===== src/rtl/srf_pkg.sv =====
// Types, constants and codes shared by the shortest route finder modules.
package srf_pkg;

  localparam int unsigned NODE_COUNT_DEF = 8;
  localparam int unsigned GRAPH_SLOTS    = 8;
  localparam int unsigned NODE_W         = 3;
  localparam int unsigned HOP_W          = 3;
  localparam int unsigned DIST_W         = 4;
  localparam int unsigned ADJ_W          = 64;
  localparam int unsigned PRESENT_W      = 8;
  localparam int unsigned CFG_IDX_W      = 2;
  localparam int unsigned CFG_DATA_W     = 64;

  localparam logic [DIST_W-1:0] UNREACHED = 4'd15;
  localparam logic [DIST_W-1:0] MAX_LAYER = 4'd8;

  typedef enum logic [CFG_IDX_W-1:0] {
    REG_ADJACENCY = 2'd0,
    REG_PRESENT   = 2'd1
  } cfg_reg_e;

  typedef enum logic [1:0] {
    ST_ROUTE    = 2'd0,
    ST_NO_ROUTE = 2'd1,
    ST_ABSENT   = 2'd2
  } status_e;

  typedef enum logic [2:0] {
    S_IDLE,
    S_CHECK,
    S_LAYER,
    S_WALK,
    S_ABSENT,
    S_NO_ROUTE
  } state_e;

  typedef struct packed {
    logic [NODE_W-1:0] source_node;
    logic [NODE_W-1:0] target_node;
  } req_t;

  typedef struct packed {
    logic [NODE_W-1:0] path_node;
    logic [HOP_W-1:0]  hop_index;
    status_e           status;
    logic              last_in_run;
  } rsp_t;

  typedef struct packed {
    logic    load;
    logic    search_init;
    logic    layer_step;
    logic    walk_init;
    logic    walk_step;
    logic    emit;
    status_e emit_status;
  } ctrl_cmd_t;

  typedef struct packed {
    logic absent;
    logic same;
    logic layer_done;
    logic src_unreached;
    logic walk_last;
    logic out_free;
  } dp_status_t;

endpackage


===== src/rtl/shortest_route_finder.sv =====
// Shortest route finder top level: sequencer plus datapath.
//
// Each request names a source and a target node of the configured graph.
// The block answers with the shortest route from source to target, one
// result per node, source first, ties going to the route that is smallest
// by node number; a missing node gives one result with status absent, and
// an unreachable target or a source equal to the target gives one result
// with status no-route. Requests are handled one at a time: the block
// takes the request, checks it, runs the breadth-first layer steps and a
// final layering check, then gives one route node per cycle as long as
// the output is not stalled. The sweep stops after the first step that
// finds no new node or after seven steps. A new request is taken as soon
// as the previous one has handed its last result to the output register,
// even while that result waits.
// Write the graph registers only while no request is in flight.
module shortest_route_finder import srf_pkg::*; #(
  parameter int unsigned NODE_COUNT = NODE_COUNT_DEF
) (
  input  logic                  clk_i,
  input  logic                  rst_ni,
  input  logic                  cfg_we_i,
  input  logic [CFG_IDX_W-1:0]  cfg_index_i,
  input  logic [CFG_DATA_W-1:0] cfg_wdata_i,
  input  logic                  in_valid_i,
  output logic                  in_stall_o,
  input  req_t                  in_req_i,
  output logic                  out_valid_o,
  input  logic                  out_stall_i,
  output rsp_t                  out_rsp_o
);

  ctrl_cmd_t  cmd;
  dp_status_t dp_status;

  srf_ctrl u_ctrl (
    .clk_i      (clk_i),
    .rst_ni     (rst_ni),
    .in_valid_i (in_valid_i),
    .in_stall_o (in_stall_o),
    .status_i   (dp_status),
    .cmd_o      (cmd)
  );

  srf_dp #(
    .NODE_COUNT (NODE_COUNT)
  ) u_dp (
    .clk_i       (clk_i),
    .rst_ni      (rst_ni),
    .cfg_we_i    (cfg_we_i),
    .cfg_index_i (cfg_index_i),
    .cfg_wdata_i (cfg_wdata_i),
    .in_req_i    (in_req_i),
    .cmd_i       (cmd),
    .status_o    (dp_status),
    .out_valid_o (out_valid_o),
    .out_stall_i (out_stall_i),
    .out_rsp_o   (out_rsp_o)
  );

endmodule


===== src/rtl/srf_ctrl.sv =====
// Query sequencer: check, breadth-first layering, then the forward walk.
module srf_ctrl import srf_pkg::*; (
  input  logic       clk_i,
  input  logic       rst_ni,
  input  logic       in_valid_i,
  output logic       in_stall_o,
  input  dp_status_t status_i,
  output ctrl_cmd_t  cmd_o
);

  state_e state_q, state_d;

  // Hold the current phase
  always_ff @(posedge clk_i or negedge rst_ni) begin
    if (!rst_ni) begin
      state_q <= S_IDLE;
    end else begin
      state_q <= state_d;
    end
  end

  // Pick the next phase
  always_comb begin
    state_d = state_q;
    unique case (state_q)
      S_IDLE: begin
        if (in_valid_i) state_d = S_CHECK;
      end
      S_CHECK: begin
        priority if (status_i.absent) state_d = S_ABSENT;
        else if (status_i.same)       state_d = S_NO_ROUTE;
        else                          state_d = S_LAYER;
      end
      S_LAYER: begin
        if (status_i.layer_done) begin
          state_d = status_i.src_unreached ? S_NO_ROUTE : S_WALK;
        end
      end
      S_WALK: begin
        if (status_i.out_free && status_i.walk_last) state_d = S_IDLE;
      end
      S_ABSENT, S_NO_ROUTE: begin
        if (status_i.out_free) state_d = S_IDLE;
      end
      default: state_d = S_IDLE;
    endcase
  end

  // Drive datapath commands
  always_comb begin
    cmd_o             = '0;
    cmd_o.emit_status = ST_ROUTE;
    unique case (state_q)
      S_IDLE: begin
        cmd_o.load = in_valid_i;
      end
      S_CHECK: begin
        cmd_o.search_init = !status_i.absent && !status_i.same;
      end
      S_LAYER: begin
        cmd_o.layer_step = !status_i.layer_done;
        cmd_o.walk_init  = status_i.layer_done && !status_i.src_unreached;
      end
      S_WALK: begin
        cmd_o.emit      = status_i.out_free;
        cmd_o.walk_step = status_i.out_free;
      end
      S_ABSENT: begin
        cmd_o.emit        = status_i.out_free;
        cmd_o.emit_status = ST_ABSENT;
      end
      S_NO_ROUTE: begin
        cmd_o.emit        = status_i.out_free;
        cmd_o.emit_status = ST_NO_ROUTE;
      end
      default: cmd_o = '0;
    endcase
  end

  assign in_stall_o = (state_q != S_IDLE);

endmodule


===== src/rtl/srf_dp.sv =====
// Graph registers, distance layers, forward walk and the result register.
module srf_dp import srf_pkg::*; #(
  parameter int unsigned NODE_COUNT = NODE_COUNT_DEF
) (
  input  logic                  clk_i,
  input  logic                  rst_ni,
  input  logic                  cfg_we_i,
  input  logic [CFG_IDX_W-1:0]  cfg_index_i,
  input  logic [CFG_DATA_W-1:0] cfg_wdata_i,
  input  req_t                  in_req_i,
  input  ctrl_cmd_t             cmd_i,
  output dp_status_t            status_o,
  output logic                  out_valid_o,
  input  logic                  out_stall_i,
  output rsp_t                  out_rsp_o
);

  logic [ADJ_W-1:0]      adj_q;
  logic [PRESENT_W-1:0]  present_q;
  logic [NODE_W-1:0]     src_q, dst_q;
  logic [DIST_W-1:0]     dist_q [NODE_COUNT];
  logic [DIST_W-1:0]     dist_d [NODE_COUNT];
  logic [NODE_COUNT-1:0] reached_q, reached_d;
  logic [NODE_COUNT-1:0] frontier_q, frontier_d;
  logic [DIST_W-1:0]     layer_q, layer_d;
  logic [NODE_W-1:0]     pos_q, pos_d;
  logic [HOP_W-1:0]      hop_q, hop_d;
  logic                  out_valid_q, out_valid_d;
  rsp_t                  out_rsp_q, out_rsp_d;

  logic [NODE_COUNT-1:0] live;
  logic [NODE_COUNT-1:0] edge_m [NODE_COUNT];
  logic [NODE_COUNT-1:0] dst_hot;
  logic [NODE_COUNT-1:0] nxt;
  logic [NODE_COUNT-1:0] cur_row;
  logic [NODE_COUNT-1:0] cand;
  logic [DIST_W-1:0]     src_dist, cur_dist, want;
  logic [NODE_W-1:0]     pick;
  logic                  src_live, dst_live, has_pick, out_free;

  // Mask presence to the nodes this instance carries
  assign live = present_q[NODE_COUNT-1:0];

  // Build the usable edge matrix: no self loops, both ends present
  always_comb begin
    for (int f = 0; f < NODE_COUNT; f++) begin
      for (int t = 0; t < NODE_COUNT; t++) begin
        edge_m[f][t] = (f != t) && live[f] && live[t] && adj_q[f * GRAPH_SLOTS + t];
      end
    end
  end

  // Look up per-node values for source, target and walk position
  always_comb begin
    src_live = 1'b0;
    dst_live = 1'b0;
    src_dist = UNREACHED;
    cur_dist = UNREACHED;
    cur_row  = '0;
    for (int n = 0; n < NODE_COUNT; n++) begin
      dst_hot[n] = (dst_q == NODE_W'(n));
      if (src_q == NODE_W'(n)) begin
        src_live = live[n];
        src_dist = dist_q[n];
      end
      if (dst_q == NODE_W'(n)) dst_live = live[n];
      if (pos_q == NODE_W'(n)) begin
        cur_dist = dist_q[n];
        cur_row  = edge_m[n];
      end
    end
  end

  // Next breadth-first layer: unreached nodes with an edge into the frontier
  always_comb begin
    for (int n = 0; n < NODE_COUNT; n++) begin
      nxt[n] = !reached_q[n] && |(frontier_q & edge_m[n]);
    end
  end

  // Choose the lowest-numbered neighbour one step closer to the target
  assign want = cur_dist - DIST_W'(1);
  always_comb begin
    pick = '0;
    for (int n = 0; n < NODE_COUNT; n++) begin
      cand[n] = cur_row[n] && (dist_q[n] == want);
    end
    for (int n = NODE_COUNT - 1; n >= 0; n--) begin
      if (cand[n]) pick = NODE_W'(n);
    end
  end
  assign has_pick = |cand;

  assign out_free = !out_valid_q || !out_stall_i;

  assign status_o.absent        = !(src_live && dst_live);
  assign status_o.same          = (src_q == dst_q);
  assign status_o.layer_done    = (frontier_q == '0) || (layer_q == MAX_LAYER);
  assign status_o.src_unreached = (src_dist == UNREACHED);
  assign status_o.walk_last     = (pos_q == dst_q) || !has_pick || (hop_q == '1);
  assign status_o.out_free      = out_free;

  // Advance search and walk state on command
  always_comb begin
    dist_d     = dist_q;
    reached_d  = reached_q;
    frontier_d = frontier_q;
    layer_d    = layer_q;
    pos_d      = pos_q;
    hop_d      = hop_q;
    if (cmd_i.search_init) begin
      for (int n = 0; n < NODE_COUNT; n++) begin
        dist_d[n] = dst_hot[n] ? '0 : UNREACHED;
      end
      reached_d  = dst_hot;
      frontier_d = dst_hot;
      layer_d    = DIST_W'(1);
    end
    if (cmd_i.layer_step) begin
      for (int n = 0; n < NODE_COUNT; n++) begin
        if (nxt[n]) dist_d[n] = layer_q;
      end
      reached_d  = reached_q | nxt;
      frontier_d = nxt;
      layer_d    = layer_q + DIST_W'(1);
    end
    if (cmd_i.walk_init) begin
      pos_d = src_q;
      hop_d = '0;
    end
    if (cmd_i.walk_step) begin
      pos_d = pick;
      hop_d = hop_q + HOP_W'(1);
    end
  end

  // Load the result register; drop the valid once the result is taken
  always_comb begin
    out_valid_d = out_valid_q && out_stall_i;
    out_rsp_d   = out_rsp_q;
    if (cmd_i.emit) begin
      out_valid_d = 1'b1;
      if (cmd_i.emit_status == ST_ROUTE) begin
        out_rsp_d.path_node   = pos_q;
        out_rsp_d.hop_index   = hop_q;
        out_rsp_d.status      = ST_ROUTE;
        out_rsp_d.last_in_run = status_o.walk_last;
      end else begin
        out_rsp_d.path_node   = '0;
        out_rsp_d.hop_index   = '0;
        out_rsp_d.status      = cmd_i.emit_status;
        out_rsp_d.last_in_run = 1'b1;
      end
    end
  end

  // Hold configuration and the result valid
  always_ff @(posedge clk_i or negedge rst_ni) begin
    if (!rst_ni) begin
      adj_q       <= '0;
      present_q   <= '0;
      out_valid_q <= 1'b0;
    end else begin
      out_valid_q <= out_valid_d;
      if (cfg_we_i) begin
        unique case (cfg_index_i)
          REG_ADJACENCY: adj_q     <= cfg_wdata_i[ADJ_W-1:0];
          REG_PRESENT:   present_q <= cfg_wdata_i[PRESENT_W-1:0];
          default: ;
        endcase
      end
    end
  end

  // Hold per-request scratch and payload
  always_ff @(posedge clk_i) begin
    if (cmd_i.load) begin
      src_q <= in_req_i.source_node;
      dst_q <= in_req_i.target_node;
    end
    dist_q     <= dist_d;
    reached_q  <= reached_d;
    frontier_q <= frontier_d;
    layer_q    <= layer_d;
    pos_q      <= pos_d;
    hop_q      <= hop_d;
    out_rsp_q  <= out_rsp_d;
  end

  assign out_valid_o = out_valid_q;
  assign out_rsp_o   = out_rsp_q;

endmodule


===== config.mk =====
export PLATFORM = sky130hd
export DESIGN_NAME = shortest_route_finder
export DESIGN_NICKNAME = d
export VERILOG_FILES = /design/src/rtl/srf_pkg.sv /design/src/rtl/shortest_route_finder.sv /design/src/rtl/srf_ctrl.sv /design/src/rtl/srf_dp.sv
export SDC_FILE = /design/constraint.sdc
export NUM_CORES = 1
export LEC_CHECK = 0
export ABC_CLOCK_PERIOD_IN_PS = 8000
export BUFFER_PORTS_ARGS = -buffer_cell sky130_fd_sc_hd__buf_2
export CAP_MARGIN = 20
export CELL_PAD_IN_SITES_DETAIL_PLACEMENT = 2
export CELL_PAD_IN_SITES_GLOBAL_PLACEMENT = 2
export CORE_MARGIN = 2
export CORE_UTILIZATION = 42
export CTS_BUF_LIST = sky130_fd_sc_hd__clkbuf_4
export DETAILED_ROUTE_END_ITERATION = 6
export GPL_TIMING_DRIVEN = 0
export PLACE_DENSITY = 0.83
export SLEW_MARGIN = 0
export SYNTH_ARGS = -nofsm -noshare
export SYNTH_HDL_FRONTEND = slang
export SYNTH_SLANG_ARGS = --single-unit

===== constraint.sdc =====
create_clock -name clk_i -period 8 [get_ports clk_i]
set_input_delay 1.6 -clock clk_i [delete_from_list [all_inputs] [get_ports clk_i]]
set_output_delay 1.6 -clock clk_i [all_outputs]
set_load 0.1 [all_outputs]

==> results.txt, run 1 <==
* Setup Buffers After CTS: 0
* Critical-path maximum fanout: 10
* Post-DR vias/cell: between 6 and 7
* Critical path, cell by cell: and3_1 -> clkbuf_1 -> nor2b_1 -> and3b_1 -> inv_1 -> ha_1 -> clkbuf_1 -> clkbuf_1 -> xnor3_1 -> nor4_1 -> nand2_1 -> o211ai_1 -> nor2b_1 -> or4b_1
- CTS sink count: 141
* Pwr Density: between 300 and 400 nW/um2
- Synthesized instance count: about 860
- Share of synthesized flip-flops with an asynchronous set or reset: 48.2%
- The worst setup path is launched from a flop.
- Yosys mapped a number of flops with a built-in enable equal to 41.
- Buffers inserted to repair hold after CTS numbered 0.
* Number of non-filler instances in the completed layout: ~1200
* # IOs: 88
* Area Growth Syn to Fin: 12.1%
* Peak clock frequency supported by timing: 186 MHz
- Placeable core region: roughly 20000 um2
* Post-Synthesis Mean Instance Area: 9.91 um2
- Once detail routing completed, the nets flagged for antenna violations numbered 0.
- The run finished with clean final reports.
- Flip-flop and latch count after synthesis: 141
- The number of antenna violations at the first check in global routing came to 1.
- Portion of the post-synthesis area used by sequential elements: a little over two fifths
- Remaining routing DRC violations: 0
- In this run the horizontal extent of the chip is 147 um.
- Clock-pin slew was measured on the worst setup and hold paths at 0.15 ns.
- Dividing the detail-routed wire length by the instance count gives roughly 28 um.
* Clock Tree Root: clkbuf_4
* Crit path top cell by count: clkbuf_1
- TritonCTS built the clock tree.
* Count of filler cells inserted in the layout: between 2000 and 2500
* Largest net degree at the start of global routing: 65
- Summed over all failing endpoints, the final setup total negative slack is 0 ns.
- The final number of max-transition violations came to 0.
* Total grt overflow: 0
- Setup violations remaining at the end of the flow were counted as 0.
- The cell area that synthesis handed to floorplanning was 8550 um2.
- Initial Util: 42.5%
* Commonest non-fill, non-tap cells in the layout: buf_2, mux2_2, dfrtp_1, o21ai_0, clkbuf_1
- The first global-routing pass estimated 53.0 mm of wire.
- Internal power component: about 1.8 mW
- The worst pin sits at a relative slew slack of 37.8%.
* Shortest clock period the worst path allows after layout: 5.37 ns
- Total area of multi-input combinational cells: 4580 um2
* Critical Path Slowest Stage Cell: nor4_1
- Via total after detailed routing: 8062
* PostCTS Resize Cnt: 0
- Summing all flip-flop and latch instances after layout gives 3570 um2.
- Length in cells of the worst reg-to-reg path: 14
- At the worst endpoint, the required time is 8.34 ns.
- For this block, the initial DRC count from the detailed router was 811.
- Clock tree skew after final layout: 0.0167 ns
- Chip Height: ~150 um
- Unrepaired setup endpoints after global routing: no
* WS Path Type: reg -> reg
* DPL Wire Length: 26.4 mm
- The die covers approximately 22000 um2.
- The worst path uses 67.1% of the clock period.
- The clock tree synthesis step divided the H-tree into 4 levels.
* Leakage power: 3.78 nW
* Synthesized Nets: between 900 and 1000
* Detailed Routing Iterations Pass 1: 6
- Final RePlAce weighted congestion: 0.950
* Critical path arrival: 5.71 ns
* Total power draw: ~3.6 mW
- Cells with a size suffix above 1 make up 21.8% of the layout.
- Counting distinct cell types in the post-synthesis netlist gives 83.
- Cell Count Post-Placement: 1214
- The number of global-route vias before repair is 8527.
- The largest single stage delay on the critical path is 0.80 ns.
- For this design the total switching power over the nets is 1.77 mW.
- Count of max-cap constraint violations: 0
- Maximum clock path buffer count: 2
* Count of synthesis-stage warnings from yosys: 0
* Measured slew at the worst slew-check pin: 0.925 ns
- TritonCTS created 17 clock buffers.
- Num rows: 52
- Crit. End Element: flop
* Number of buffer cells added on primary ports: 80
- Detailed Route WL: 34.6 mm
- In this run, flip-flops and latches consume a little over a third of the power.
* Total count of hold-check failures in the final report: 0
- Most common library cell in the layout ignoring fill and taps: buf_2
- Clock latency reported for the late side of the worst-skew pair: a little under 0.6 ns
* Dominant register cell in the synthesized netlist: dfrtp_1
- For this run, the total global-route usage over all layers was measured as between 30% and 40%.
* Class of the tightest hold or removal check: reg -> reg
- Share of power burned in the clock network: 13.0%
- Total number of nets in the final design: between 1000 and 1500
- Worst hold stages: 1
- Of the total power, combinational logic draws 51.3%.
* Worst supply voltage drop on vdd: 138 uV
- Proportion of total power due to net switching: about half
[cell usage after synthesis (10+ instances only)]
cell type  count  area share [%]
mux2_2        69             9.1
dfrtp_1       68              20
o21ai_0       63             3.7
clkbuf_1      62             2.7
nand2_1       48             2.1
nand3_1       47             2.8
edfxtp_1      41              14
nor2_1        38             1.7
o211ai_1      33             2.9
dfxtp_1       32             7.5
a21oi_1       24             1.4
xnor2_1       21             2.2
a22oi_1       19             1.7
inv_1         18            0.79
a31oi_1       17             1.2
nor2b_1       17             1.2
and2_1        16             1.2
and3_1        13            0.95
nand4_1       13            0.95
a21o_1        10            0.88
nand3b_1      10            0.88
[stage by stage]
stage	setup WS (ns)	cell area (um2)	hold slack (ns)	util, %
after floorplan	3.95	8550	0.496	-
after global placement	2.97	9290	0.523	46.2
after detailed placement	2.82	9320	0.536	46.4
after CTS	2.79	9590	0.568	47.7
after global routing	2.42	9590	0.602	47.7
final	2.63	9590	0.571	47.7
[flip-flops by register name (all words and copies together) (netlist names)]
signal,count
u_dp.out_valid_o,1
u_dp.out_rsp_o,9
u_ctrl.state_q,3
u_dp.dist_q,32
u_dp.layer_q,4
u_dp.src_q,3
u_dp.hop_q,3
u_dp.adj_q,56
u_dp.dst_q,3
u_dp.reached_q,8
u_dp.frontier_q,8
u_dp.pos_q,3
u_dp.live,8
[cell families after synthesis]
logic type	after synthesis	share of synthesized area [%]
AOI/OAI and AO/OA	256	21.2
and+or+nand+nor	252	16.0
DFF	141	41.8
buffers and inverters	94	4.62
muxes	80	10.8
xor gates and xnor gates	35	4.81
adders and majority gates	5	0.732
[final cells by class]
| class | count | area share, % |
|---|---|---|
| multi-input cells | 628 | 47.8 |
| flip-flops and latches | 141 | 37.3 |
| repair buffers | 81 | 4.49 |
| well taps | 270 | 3.52 |
| plain buffers | 75 | 3.38 |
| clock buffers | 18 | 1.41 |
| clock inverters | 14 | 1.38 |
| inverters | 19 | 0.744 |
| diodes | 1 | 0.0261 |
[final timing paths]
| check | start | end | slack [ns] |
|---|---|---|---|
| worst max-delay path | u_dp.pos_q[0] | u_dp.out_rsp_o[0] | 2.63 |
| worst min register to register | u_dp.adj_q[20] | u_dp.adj_q[20] | 0.57 |
| max in group asynchronous | rst_ni | u_dp.adj_q[51] | 6.63 |
| min in group asynchronous | rst_ni | u_dp.out_valid_o | 0.81 |
| worst max register to register | u_dp.pos_q[0] | u_dp.out_rsp_o[0] | 2.63 |
| worst min-delay path | u_dp.adj_q[20] | u_dp.adj_q[20] | 0.57 |
[routing by layer]
layer	share of wire, %	track usage (%)	up-vias
met2	49	55.4	340
met1	43	43.2	4128
met5	0	0	-
met3	5.0	3.91	101
li1	-	-	3493
met4	3.2	10.4	0
[power by group through the flow]
stage	registers, mW	clock network, mW	logic, mW
after detailed placement	1.28	0	1.79
after global placement	1.26	0	1.72
after floorplan	1.27	0	1.19
after global routing	1.29	0.494	1.97
final	1.27	0.465	1.84
after CTS	1.26	0.467	1.81
[worst max-delay path, delay by kind of cell, from the launching register on]
| family | cells | cell delay, ns |
|---|---|---|
| XOR/XNOR | 1 | 0.42 |
| AND/OR/NAND/NOR | 7 | 2.29 |
| adder cells (fa/ha/maj) | 1 | 0.18 |
| flip-flops | 1 | 0.51 |
| AO/OA/AOI/OAI | 1 | 0.17 |
| buffers and inverters | 4 | 1.55 |
No activity file was read; power rests on OpenSTA's default activity.
==> inputs of run 2 (changes only) <==
--- a/config.mk
+++ b/config.mk
@@ -5,17 +5,17 @@
 export SDC_FILE = /design/constraint.sdc
 export NUM_CORES = 1
 export LEC_CHECK = 0
-export ABC_CLOCK_PERIOD_IN_PS = 8000
+export ABC_CLOCK_PERIOD_IN_PS = 5470
 export BUFFER_PORTS_ARGS = -buffer_cell sky130_fd_sc_hd__buf_2
 export CAP_MARGIN = 20
 export CELL_PAD_IN_SITES_DETAIL_PLACEMENT = 2
 export CELL_PAD_IN_SITES_GLOBAL_PLACEMENT = 2
 export CORE_MARGIN = 2
-export CORE_UTILIZATION = 42
+export CORE_UTILIZATION = 39
 export CTS_BUF_LIST = sky130_fd_sc_hd__clkbuf_4
 export DETAILED_ROUTE_END_ITERATION = 6
 export GPL_TIMING_DRIVEN = 0
-export PLACE_DENSITY = 0.83
+export PLACE_DENSITY = 0.78
 export SLEW_MARGIN = 0
 export SYNTH_ARGS = -nofsm -noshare
 export SYNTH_HDL_FRONTEND = slang
==> constraint.sdc (replaced) <==
create_clock -name clk_i -period 5.47 [get_ports clk_i]
set_input_delay 1.094 -clock clk_i [delete_from_list [all_inputs] [get_ports clk_i]]
set_output_delay 1.094 -clock clk_i [all_outputs]
set_load 0.1 [all_outputs]
==> run 2 against run 1 <==
  * Sequential share of layout area is 0.082 points lower
  * First-iteration DRC count is 4.6% higher
  * Critical endpoint unchanged
  * Via count is 0.94% lower
  * Clock skew is 0.014 ns higher
  * Clock power is 52% higher
  * Power is 47% higher
  * Hold slack worse by 0.28 ns
  * Critical path depth is 2 higher
  * Critical path type unchanged
  * Global-route usage is 2.8 points lower
  * Register-to-register slack worse by 2.3 ns
==> results.txt, run 2 (synthesized netlist as in run 1, its figures left out) <==
* Final setup viols: 0
- The post-route netlist has 21.8% of its cells at a drive strength greater than 1.
- CP startpoint kind: flop
* Critical path, cell by cell: and3_1 -> clkbuf_1 -> nor2b_1 -> and3b_1 -> inv_1 -> ha_1 -> clkbuf_1 -> clkbuf_1 -> xor2_1 -> a221o_1 -> nor3_1 -> nand4_1 -> o2111ai_1 -> mux2i_1 -> nor2b_1 -> or4b_1
- The worst register-to-register path begins at u_dp.pos_q[0].
- Global routing used 29.7% of the available tracks across all layers.
- Max-cap violations in this run came to 0.
- The first global-routing pass estimated 52.4 mm of wire.
- For the pin with the worst max-slew slack, the measured transition is about 0.90 ns.
* Crit path top cell by count: clkbuf_1
- # IOs: 88
* Area Growth Syn to Fin: 12.4%
- Via total after detailed routing: 7986
* Vias in the first global route: 8371
- The detailed router finished its first iteration with roughly 850 violations.
* CTS H-tree depth: 4
* Placeable core region: roughly 22000 um2
- In the final design database the tool counted 1045 nets.
- Number of non-filler instances in the completed layout: 1257
* Pwr Density: 545 nW/um2
- The endpoint identified for the worst register-to-register timing path is u_dp.out_rsp_o[0].
- Setup Buffers After CTS: 0
- Initial antenna violation count: 1
* Chip Height: 152 um
- Number of buffers created by CTS: 17
- Critical path arrival: 5.52 ns
- Once the floorplan was initialized, standard cells occupied 39.4% of the core.
- Total grt overflow: 0
- Class of the tightest hold or removal check: in -> async
- The pre-antenna-repair detailed-routing pass consisted of 6 iterations.
- The worst-case IR drop observed on VDD is 170 uV.
- In this run the static leakage power is 3.78 nW.
- The floorplan step defined a die boundary enclosing 23100 um2.
* Clock tree skew after final layout: 0.0306 ns
* Flip-flop count of the largest register, all copies and words added: 56
* Commonest non-fill, non-tap cells in the layout: buf_2, mux2_2, dfrtp_1, o21ai_0, clkbuf_1
* Top register by number of flip-flops: u_dp.adj_q
- Length in cells of the worst reg-to-reg path: 16
- The HPWL after detailed placement is 26.1 mm.
- Gates resized during post-CTS repair numbered 0.
- The worst pin sits at a relative slew slack of 39.8%.
* Num rows: 54
- At the later pin of the worst-skew pair, clock insertion delay measures 0.60 ns.
* Average wire per standard cell: 27.3 um
- The run finished with clean final reports.
- The number of placed instances, taps included, is 1224.
- Routed Antenna Nets: 0
- Shortest clock period the worst path allows after layout: 5.16 ns
* Remaining routing DRC violations: 0
- Largest net degree at the start of global routing: 65
* Final RePlAce weighted congestion: 0.896
- Critical Path Slowest Stage Cell: edfxtp_1
- The worst register-to-register path has a setup slack of 0.31 ns.
* Clock Tree Root: clkbuf_4
- The library cell used most frequently in the layout, excluding fill and tap cells, is buf_2.
- Setup total negative slack on the finished layout was measured at 0 ns.
- Critical-path maximum fanout: 10
* Delay contributed by the slowest stage of the critical path: 0.51 ns
- Maximum clock path buffer count: 2
- Total count of hold-check failures in the final report: 0
- Horizontal die dimension: ~150 um
- Timing would allow up to 194 MHz.
- TritonCTS built the clock tree.
- Final Slew Violations: 0
* Ratio of final minimum period to clock period: a little over nine tenths
- The clock drives 141 sinks.
- In this run, post-CTS hold repair placed 0 buffers.
- After clock tree synthesis, the clock-pin slew on the worst setup and hold paths is 0.16 ns.
* Post-DR vias/cell: between 6 and 7
- CP Data Required Time: 5.83 ns
- Detailed Route WL: ~34 mm
- Port buffering added 80 buffers.
* WS Path Type: reg -> reg
- Unrepaired setup endpoints after global routing: no
* Crit. End Element: flop
run 2: routing by layer:
layer	global-route usage (%)	part of all wire, %	vias up
li1	-	-	3495
met1	39.8	44	4101
met2	49.0	47	320
met3	4.51	5.2	70
met4	10.6	3.2	0
met5	0	0	-
run 2: through the flow:
stage	total power [mW]	setup WS (ns)	util [%]	hold slack, ns	area [um2]
floorplan	3.59	1.42	-	0.496	8550
global placement	4.39	0.407	42.9	0.532	9300
detailed placement	4.48	0.245	43.0	0.538	9330
CTS	5.21	0.222	44.3	0.273	9600
global route	5.53	0.0382	44.3	0.249	9610
finish	5.24	0.307	44.3	0.292	9610
run 2: worst max-delay path by stage:
stage / end / slack [ns] / start
2_1_floorplan: u_dp.out_rsp_o[0] / 1.42 / u_dp.pos_q[1]
3_5_place_dp: u_dp.out_rsp_o[0] / 0.24 / u_dp.pos_q[1]
6_report: u_dp.out_rsp_o[0] / 0.31 / u_dp.pos_q[0]
5_1_grt: u_dp.out_rsp_o[0] / 0.04 / u_dp.pos_q[0]
4_1_cts: u_dp.out_rsp_o[0] / 0.22 / u_dp.pos_q[1]
3_3_place_gp: u_dp.out_rsp_o[0] / 0.41 / u_dp.pos_q[1]
run 2: layout make-up:
class                   count  area (um2)
multi-input cells         628        4590
plain buffers              75         324
repair buffers             81         430
clock buffers              18         135
well taps                 280         350
clock inverters            14         135
flip-flops and latches    141        3570
fillers                  2387       12100
inverters                  19        71.3
diodes                      1        2.50
run 2: report_power, final:
part	leakage (nW)	internal (mW)	total [mW]	switching, mW
clock network	0.137	0.240	0.706	0.466
registers	1.46	1.44	1.86	0.419
logic	2.18	0.997	2.67	1.67
total	3.78	2.68	5.24	2.56
run 2: critical path, delay by kind of cell, from the launching register on:
| kind | cells | cell delay, ns |
|---|---|---|
| flip-flops | 1 | 0.51 |
| multiplexers | 1 | 0.16 |
| XOR/XNOR | 1 | 0.13 |
| AND/OR/NAND/NOR | 7 | 1.93 |
| adder cells (fa/ha/maj) | 1 | 0.19 |
| AO/OA/AOI/OAI | 2 | 0.53 |
| buffers and inverters | 4 | 1.48 |
==> inputs of run 3 (changes only) <==
--- a/config.mk
+++ b/config.mk
@@ -5,7 +5,7 @@
 export SDC_FILE = /design/constraint.sdc
 export NUM_CORES = 1
 export LEC_CHECK = 0
-export ABC_CLOCK_PERIOD_IN_PS = 5470
+export ABC_CLOCK_PERIOD_IN_PS = 4900
 export BUFFER_PORTS_ARGS = -buffer_cell sky130_fd_sc_hd__buf_2
 export CAP_MARGIN = 20
 export CELL_PAD_IN_SITES_DETAIL_PLACEMENT = 2
==> constraint.sdc (replaced) <==
create_clock -name clk_i -period 4.9 [get_ports clk_i]
set_input_delay 0.98 -clock clk_i [delete_from_list [all_inputs] [get_ports clk_i]]
set_output_delay 0.98 -clock clk_i [all_outputs]
set_load 0.1 [all_outputs]
==> run 3 against run 2 <==
  * Combinational power increased by 11%
  * Power increased by 12%
  * Clock power increased by 12%
  * Critical path type unchanged
  * Largest cell class unchanged
  * Largest power group unchanged
  * Highest routed layer unchanged
==> results.txt, run 3 (synthesized netlist as in run 1, its figures left out) <==
- Shortest clock period the worst path allows after layout: 4.69 ns
- Summed over all failing endpoints, the final setup total negative slack is 0 ns.
- Pwr Density: 608 nW/um2
- Entering global routing, the biggest net connects 65 pins.
* Worst flop-to-flop path startpoint: u_dp.pos_q[1]
- Horizontal die dimension: 152 um
* Class of the tightest hold or removal check: in -> async
* Remaining routing DRC violations: 0
- The critical path runs through a total of 15 cells.
- Area Growth Syn to Fin: 12.3%
- STA classifies the critical path endpoint as a flop.
* # IOs: 88
- Routed Antenna Nets: 0
- Clock Tree Root: clkbuf_4
* Critical path, cell by cell: buf_4 -> and3_2 -> nor2b_1 -> and3b_1 -> inv_1 -> ha_1 -> xor2_1 -> o21ai_0 -> a211o_1 -> a41oi_1 -> nand4_1 -> o2111ai_1 -> mux2i_1 -> nor2b_1 -> or4b_1
- CTS H-tree depth: 4
* Via total after detailed routing: 7971
- Total power draw: ~6 mW
* Leakage power: 3.78 nW
* Die footprint: 23100 um2
- For this block, the initial DRC count from the detailed router was 774.
* PostCTS Resize Cnt: 2
* Maximum clock path buffer count: 2
- After layout, the worst path uses 95.7% of the clock period.
- The first global-routing pass estimated 52.4 mm of wire.
- Chip Height: 152 um
* Top register by number of flip-flops: u_dp.adj_q
- Total number of nets in the final design: 1042
* Initial antenna violation count: 1
- Headroom to the max-slew limit came out at 39.6%.
* Final RePlAce weighted congestion: between 0.8 and 0.9
- The library cells used most frequently in the layout, excluding fill and tap cells, are buf_2, mux2_2, dfrtp_1, o21ai_0, clkbuf_1.
* Flip-flop count of the largest register, all copies and words added: 56
- Setup repair after global routing left no endpoint under its margin.
- Number of buffers created by CTS: 17
- Clock tree skew after final layout: 0.0221 ns
- Total count of hold-check failures in the final report: 0
- Num rows: 54
- Count of max-cap constraint violations: 0
- Input and output buffers added on the ports amount to 80.
- The most numerous cell type found on the critical path is nor2b_1.
- Placeable core region: 21700 um2
- CTS sink count: between 100 and 150
- Across every metal layer, demand over resource in global routing totals 29.7%.
- The library cell used most frequently in the layout, excluding fill and tap cells, is buf_2.
* Total grt overflow: 0
- Final setup viols: 0
* Measured slew at the worst slew-check pin: about 0.91 ns
* Status: finished clean
- The number of global-route vias before repair came to 8374.
- Setup Buffers After CTS: 0
- Proportion of layout cells with a drive suffix above 1: 22.2%
- The layout has 2387 filler cells.
* Critical path arrival: slightly above 5 ns
* CP startpoint kind: flop
- Clock latency reported for the late side of the worst-skew pair: slightly below 0.6 ns
- The first detailed-routing pass took 6 iterations.
* Delay contributed by the slowest stage of the critical path: 0.56 ns
* Post-DR vias/cell: 6.36
- DPL Wire Length: 26.1 mm
- Worst supply voltage drop on vdd: ~200 uV
- At the worst endpoint, the required time is approximately 5.3 ns.
* Critical-path maximum fanout: 9
* Clock slew at the register clock pins of the worst setup and hold paths: ~0.15 ns
- In the final routed layout, each cell accounts on average for 27.4 um.
* Number of hold buffers added after cts: 0
- Critical Path Slowest Stage Cell: ha_1
* Length in cells of the worst reg-to-reg path: 15
- Timing would allow up to 213 MHz.
* Buffers plus inverters on the worst setup path: 2
* Critical path's top delay family: simple AND/OR/NAND/NOR gates
* Detailed Route WL: 34.3 mm
* Initial Util: 39.4%
- Clock tree from TritonCTS: done
- WS Path Type: reg -> reg
- Final Slew Violations: 0
- In this run the worst setup path begins at u_dp.pos_q[1].
-- run 3: cell count changes in the layout (fill, tap and decap cells not counted) --
| cell | before | now |
|---|---|---|
| and3_1 | 13 | 12 |
| and3_2 | 0 | 1 |
| clkbuf_1 | 62 | 58 |
| clkbuf_2 | 0 | 1 |
| nor2b_1 | 17 | 16 |
| nor2b_2 | 0 | 1 |
-- run 3: final cells by class --
cell class,instances,area (um2),share of cell area (%)
timing repair buffer,81,430,4.48
tap,280,350,3.65
multi-input combinational,628,4590,47.8
sequential,141,3570,37.2
antenna,1,2.50,0.0261
clock buffer,18,135,1.41
clock inverter,14,135,1.41
buffer,72,314,3.27
inverter,19,71.3,0.742
-- run 3: report_power, final --
group          internal [mW]  total, mW  switching (mW)
Combinational           1.12       2.97            1.86
Sequential              1.61       2.08           0.468
Clock                  0.268      0.792           0.524
Total                   3.00       5.84            2.85
-- run 3: per-stage QoR --
step / worst slack, ns / hold slack (ns) / std cells / util [%] / instance area, um2
after floorplan: 0.851 / 0.496 / 863 / - / 8550
after global placement: -0.163 / 0.532 / 1223 / 42.9 / 9300
after detailed placement: -0.325 / 0.538 / 1224 / 43.0 / 9330
after CTS: 0.0230 / 0.159 / 1254 / 44.3 / 9600
after global routing: 0.0636 / 0.135 / 1254 / 44.3 / 9610
final: 0.210 / 0.188 / 1254 / 44.3 / 9610
-- run 3: path summary, 6_finish.rpt --
check	slack, ns	endpoint
worst max-delay path	0.21	u_dp.out_rsp_o[0]
worst min-delay path	0.19	u_dp.out_valid_o
worst max register to register	0.21	u_dp.out_rsp_o[0]
worst min register to register	0.57	u_dp.adj_q[10]
max in group asynchronous	4.14	u_dp.adj_q[51]
min in group clk_i	0.56	u_dp.src_q[2]
-- run 3: layer usage --
layer,vias to the layer above,GRT usage [%],part of all wire (%)
met4,0,10.7,3.2
met1,4065,39.8,44
li1,3494,-,-
met3,70,4.51,5.5
met5,-,0,0
met2,342,49.0,47
